### src/hdl/tel_pkg.sv
// Shared types, constants and the CRC-8 byte step for the event ring logger.
// Used by tel_front, tel_back and throttled_event_ring_logger_top.
package tel_pkg;

    localparam int RING_SLOTS     = 256;
    localparam int SLOTS_PER_PAGE = 128;
    localparam int TYPE_BUCKETS   = 16;

    localparam int SLOT_W     = $clog2(RING_SLOTS);
    localparam int PAGE_SHIFT = $clog2(SLOTS_PER_PAGE);
    localparam int BUCKETS    = TYPE_BUCKETS * 3;
    localparam int BKT_W      = $clog2(BUCKETS);
    localparam int QDEPTH     = 2;

    localparam logic [15:0] REC_MAGIC = 16'h4C45;
    localparam logic [7:0]  CRC_POLY  = 8'h07;
    localparam logic [6:0]  MAX_READ  = 7'd64;
    localparam logic [15:0] WINDOW_RST = 16'd500;
    localparam logic [3:0]  REC_BYTES = 4'd13;

    // Operation codes of an input item
    localparam logic OP_ADD  = 1'b0;
    localparam logic OP_READ = 1'b1;

    // Classified input item as held in the queue
    typedef struct packed {
        logic             op;
        logic [7:0]       event_type;
        logic [7:0]       event_channel;
        logic [7:0]       event_code;
        logic [31:0]      now_ms;
        logic [31:0]      since_seq;
        logic [6:0]       limit;
        logic [BKT_W-1:0] bucket;
    } t_item;

    // One result item
    typedef struct packed {
        logic        kind;
        logic        logged;
        logic        page_cleared;
        logic        entry_valid;
        logic [31:0] entry_seq;
        logic [31:0] entry_time;
        logic [7:0]  entry_type;
        logic [7:0]  entry_channel;
        logic [7:0]  entry_code;
        logic [7:0]  ring_slot;
        logic [7:0]  record_crc;
        logic        last;
    } t_result;

    // One stored ring record
    typedef struct packed {
        logic [31:0] seq;
        logic [31:0] tick;
        logic [23:0] ev;
        logic [7:0]  crc;
    } t_slot_rec;

    typedef enum logic [2:0] {
        ST_IDLE,
        ST_ADD_CHK,
        ST_ADD_DROP,
        ST_CRC,
        ST_ADD_WR,
        ST_RD_ADDR,
        ST_RD_CHK,
        ST_RD_FIN
    } t_state;

    // CRC-8, polynomial 0x07, one byte, most significant bit first.
    function automatic logic [7:0] crc8_byte(input logic [7:0] crc, input logic [7:0] b);
        logic [7:0] c;
        c = crc ^ b;
        for (int k = 0; k < 8; k++) begin
            if (c[7]) begin
                c = {c[6:0], 1'b0} ^ CRC_POLY;
            end else begin
                c = {c[6:0], 1'b0};
            end
        end
        return c;
    endfunction

endpackage

### src/hdl/tel_front.sv
// Front end: accepts input items, works out the throttle bucket and the read
// limit, and holds them in a short queue for the back end. Uses tel_pkg.
module tel_front (
    input  logic                 i_clk,
    input  logic                 i_rst_n,
    input  logic                 i_valid,
    output logic                 o_ready,
    input  logic                 i_op,
    input  logic [7:0]           i_event_type,
    input  logic [7:0]           i_event_channel,
    input  logic [7:0]           i_event_code,
    input  logic [31:0]          i_now_ms,
    input  logic [31:0]          i_since_seq,
    input  logic [6:0]           i_max_count,
    output logic                 o_q_valid,
    output tel_pkg::t_item       o_q_item,
    input  logic                 i_q_pop
);

    tel_pkg::t_item r_q [tel_pkg::QDEPTH];
    logic           r_wp, r_rp;
    logic [1:0]     r_cnt;
    tel_pkg::t_item in_item;
    logic [1:0]     tb_sel;
    logic [tel_pkg::BKT_W-1:0] tb;
    logic           push, pop;

    // Classify the incoming item
    always_comb begin
        tb     = (i_event_type < 8'(tel_pkg::TYPE_BUCKETS)) ? tel_pkg::BKT_W'(i_event_type)
                                                            : '0;
        tb_sel = (i_event_channel > 8'd1) ? 2'd2 : i_event_channel[1:0];
        in_item.op            = i_op;
        in_item.event_type    = i_event_type;
        in_item.event_channel = i_event_channel;
        in_item.event_code    = i_event_code;
        in_item.now_ms        = i_now_ms;
        in_item.since_seq     = i_since_seq;
        in_item.limit         = (i_max_count > tel_pkg::MAX_READ) ? tel_pkg::MAX_READ
                                                                  : i_max_count;
        in_item.bucket        = tel_pkg::BKT_W'(tb * tel_pkg::BKT_W'(3) + tel_pkg::BKT_W'(tb_sel));
    end

    assign o_ready   = (r_cnt != 2'(tel_pkg::QDEPTH));
    assign push      = i_valid && o_ready;
    assign pop       = i_q_pop && (r_cnt != 2'd0);
    assign o_q_valid = (r_cnt != 2'd0);
    assign o_q_item  = r_q[r_rp];

    // Queue storage
    always_ff @(posedge i_clk) begin
        if (push) begin
            r_q[r_wp] <= in_item;
        end
    end

    // Queue pointers
    always_ff @(posedge i_clk) begin
        if (!i_rst_n) begin
            r_wp  <= 1'b0;
            r_rp  <= 1'b0;
            r_cnt <= 2'd0;
        end else begin
            if (push) begin
                r_wp <= ~r_wp;
            end
            if (pop) begin
                r_rp <= ~r_rp;
            end
            r_cnt <= r_cnt + 2'(push) - 2'(pop);
        end
    end

endmodule

### config.mk
export PLATFORM = sky130hd
export DESIGN_NAME = tel_front
export DESIGN_NICKNAME = d
export VERILOG_FILES = /design/src/hdl/tel_pkg.sv /design/src/hdl/tel_front.sv
export SDC_FILE = /design/constraint.sdc
export NUM_CORES = 1
export LEC_CHECK = 0
export BUFFER_PORTS_ARGS = -buffer_cell sky130_fd_sc_hd__buf_2
export CAP_MARGIN = 10
export CORE_UTILIZATION = 48
export DETAILED_ROUTE_END_ITERATION = 12
export PLACE_DENSITY = 0.72
export SETUP_SLACK_MARGIN = 0.05
export SLEW_MARGIN = 5
export SYNTH_ARGS = -nofsm -noshare
export SYNTH_HDL_FRONTEND = slang
export SYNTH_SLANG_ARGS = --single-unit
### constraint.sdc
create_clock -name i_clk -period 3.08 [get_ports i_clk]
set_input_delay 0.462 -clock i_clk [delete_from_list [all_inputs] [get_ports i_clk]]
set_output_delay 0.462 -clock i_clk [all_outputs]
set_load 0.1 [all_outputs]
==> out/qor.csv <==
stage,metric,value,unit
status,run_status,"finished, final reports clean",
sta,rsz0062_at_grt,false,
final_layout,multi_input_area,1866,µm²
logic_synthesis,ys_ff_latch,209,
floorplanning,die_h,132.8,µm
drt,wl,14330,µm
final_layout,fillerInstances,1247,
drt,drt_iter0_drc,173,
final_layout,syn2layout_area_growth,24.03,%
floorplanning,die_x,132.8,µm
drt,viasPerCell,4.871,
final_layout,drive_gt1_frac,0.5619,
critical_path,cp.required,3.31,ns
sta,fin_ws,0.3903,ns
floorplanning,rows,47,
sta,maxSlewViolCount,0,
global_routing,antenna_found_initial,2,
hold_path,hold_path_class,in -> reg,
logic_synthesis,syn_area_per_cell,21.77,µm²
cts,cts_sinks,209,
global_routing,grt_pass1_vias,4332,
place,dpl-instance-area,9504,µm²
cts,root_buffer,clkbuf_16,
cts,cts_tree,built,
sta,fin_worst_skew,0.008124,ns
global_routing,grt_use_total,0.1632,
floorplanning,io_pins,204,
cts,numCtsBuffers,22,
logic_synthesis,synth_area,8207,µm²
sta,final-hold-violation-count,0,
critical_path,crit_arrival,2.92,ns
drt,vias,4067,
critical_path,worst_setup_path_end_kind,flop,
cts,worstSkewPairLatency,0.49,ns
cts,hold_buffers,0,
sta,fin_crit,2.690,ns
logic_synthesis,yosysWarnings,0,
cts,cts_setup_buffers,0,
cts,ctsResizeCount,0,
global_routing,grt_pass1_wl,22400,µm
drt,drcViolationCount,0,
global_routing,grt_max_degree,57,
final_layout,seq_area,6230,µm²
drt,dr.pass1.iters,4,
final_layout,postLayoutCellArea,10180,µm²
sta,setup_viol,0,
final_layout,nNetsFinal,711,
floorplanning,die_area,17620,µm²
place,dpl.hpwl,9781,µm
critical_path,cp_max_fo,4,
cts,path_clk_slew,0.06,ns
logic_synthesis,syn_nets,489,
global_routing,grt_overflow,0,
sta,worst_slew_pin_slew,0.5878,ns
logic_synthesis,netlist-cell-type-count,28,
logic_synthesis,yosysSeqAreaShare,0.7587,
logic_synthesis,ys_top_cells_by_area,"edfxtp_1 (75%), mux2_4 (15%), mux2_2 (3.0%), ha_1 (1.5%), dfxtp_1 (1.2%)",
logic_synthesis,netlist_instances,377,
cts,htreeDepth,1,
job,cap_violations,0,
drt,wire_per_inst,17.16,µm
logic_synthesis,synth_largest_area_cell,edfxtp_1,
sta,slew_headroom,0.6073,
place,gp_congestion,0.8004,
logic_synthesis,yosysTopAreaCellShare,0.7465,
place,post-place-ws,-0.08858,ns
drt,ant_nets,0,
sta,finalCritPeriodShare,0.8733,
floorplanning,initial_utilization,0.4931,
critical_path,critPathLaunchType,input pin,
place,io_buffers,203,
sta,max_freq,0.3718,GHz
floorplanning,core,16640,µm²
critical_path,critPathKind,in -> reg,
cts,cts_buffer_depth,3,
## cell usage in the layout, fill, tap and decap left out, types with 3 or more instances in the layout
cell type  count
buf_4          3
nor2_1         3
clkbuf_1       5
clkbuf_16     23
buf_12         4
clkinv_1       7
ha_1          10
and2_1         6
nor2b_1        6
edfxtp_1     204
xnor2_1        3
a21oi_1        3
dfxtp_1        4
mux2_4        80
buf_2        203
mux2_2        22
## cells in the mapped netlist
library cell / count
fa_1: 2
nor3_1: 2
buf_6: 8
xnor2_1: 3
and3_1: 2
mux2_2: 22
o21a_1: 1
ha_1: 10
nor4_1: 2
inv_1: 3
a21oi_1: 3
conb_1: 1
xor2_1: 2
nand3b_1: 1
a21bo_2: 1
or2_2: 1
clkbuf_1: 1
nor2b_1: 6
and2_1: 6
edfxtp_1: 204
nand2b_1: 1
mux2_4: 80
dfxtp_1: 5
nand2_1: 2
buf_2: 2
nor2_1: 3
buf_4: 1
a21o_1: 2
## per-layer routing
metal	global-route usage	share of wire	vias to the layer above
met5	0	0.00084	-
li1	-	-	1917
met3	0.05479	0.085	38
met2	0.2749	0.49	155
met4	0.06130	0.027	2
met1	0.1948	0.39	1955
## critical path: stages
cell and delay [ns]:
buf_2 0.11, nor4_1 0.39, buf_4 0.19, and2_1 0.19, fa_1 0.46, ha_1 0.25
fa_1 0.40, a21o_1 0.18, a21oi_1 0.17, xnor2_1 0.10
## registers in the layout (all words and copies together) (netlist names), named ones only
| name | cells |
|---|---|
| r_rp | 1 |
| r_q | 204 |
| r_cnt | 2 |
| r_wp | 1 |
## area by class of cell
class	count	area share
diodes	1	0.0002459
clock buffers	28	0.05839
clock inverters	11	0.007621
inverters	3	0.001475
multi-input cells	153	0.1833
flip-flops and latches	209	0.6120
well taps	220	0.02704
repair buffers	210	0.1099
## per-stage QoR
step                hold WS [ns]    util  cells  setup TNS (ns)
CTS                       0.1368  0.6115    834               0
floorplan                 0.4809       -    377               0
global placement          0.4983  0.5711    795               0
detailed placement        0.5093  0.5711    795         -0.1771
finish                    0.1576  0.6116    835               0
global route              0.1439  0.6115    834               0
## path summary, 6_finish.rpt
check,cells after the start,from,to,slack (ns)
hold reg to reg,2,r_rp$_SDFFE_PN0P_,r_rp$_SDFFE_PN0P_,0.52
setup reg to reg,4,r_cnt[0]$_SDFF_PN0_,r_q[0][7]$_DFFE_PP_,1.10
hold / removal,1,i_event_code[2],r_q[0][79]$_DFFE_PP_,0.16
setup / recovery,10,i_event_type[5],r_q[0][5]$_DFFE_PP_,0.39
## logic make-up after synthesis
group,count (synthesis),share of synthesized area
xor+xnor,5,0.005337
simple gates,26,0.01815
fa+ha+maj,12,0.02013
compound gates,7,0.005793
flops,209,0.7587
buf+inv,15,0.01494
mux,102,0.1766
other cells,1,0.0004569
Power is not shown: default switching activity piles up to over one toggle a cycle in this logic, so the estimate is an artifact.
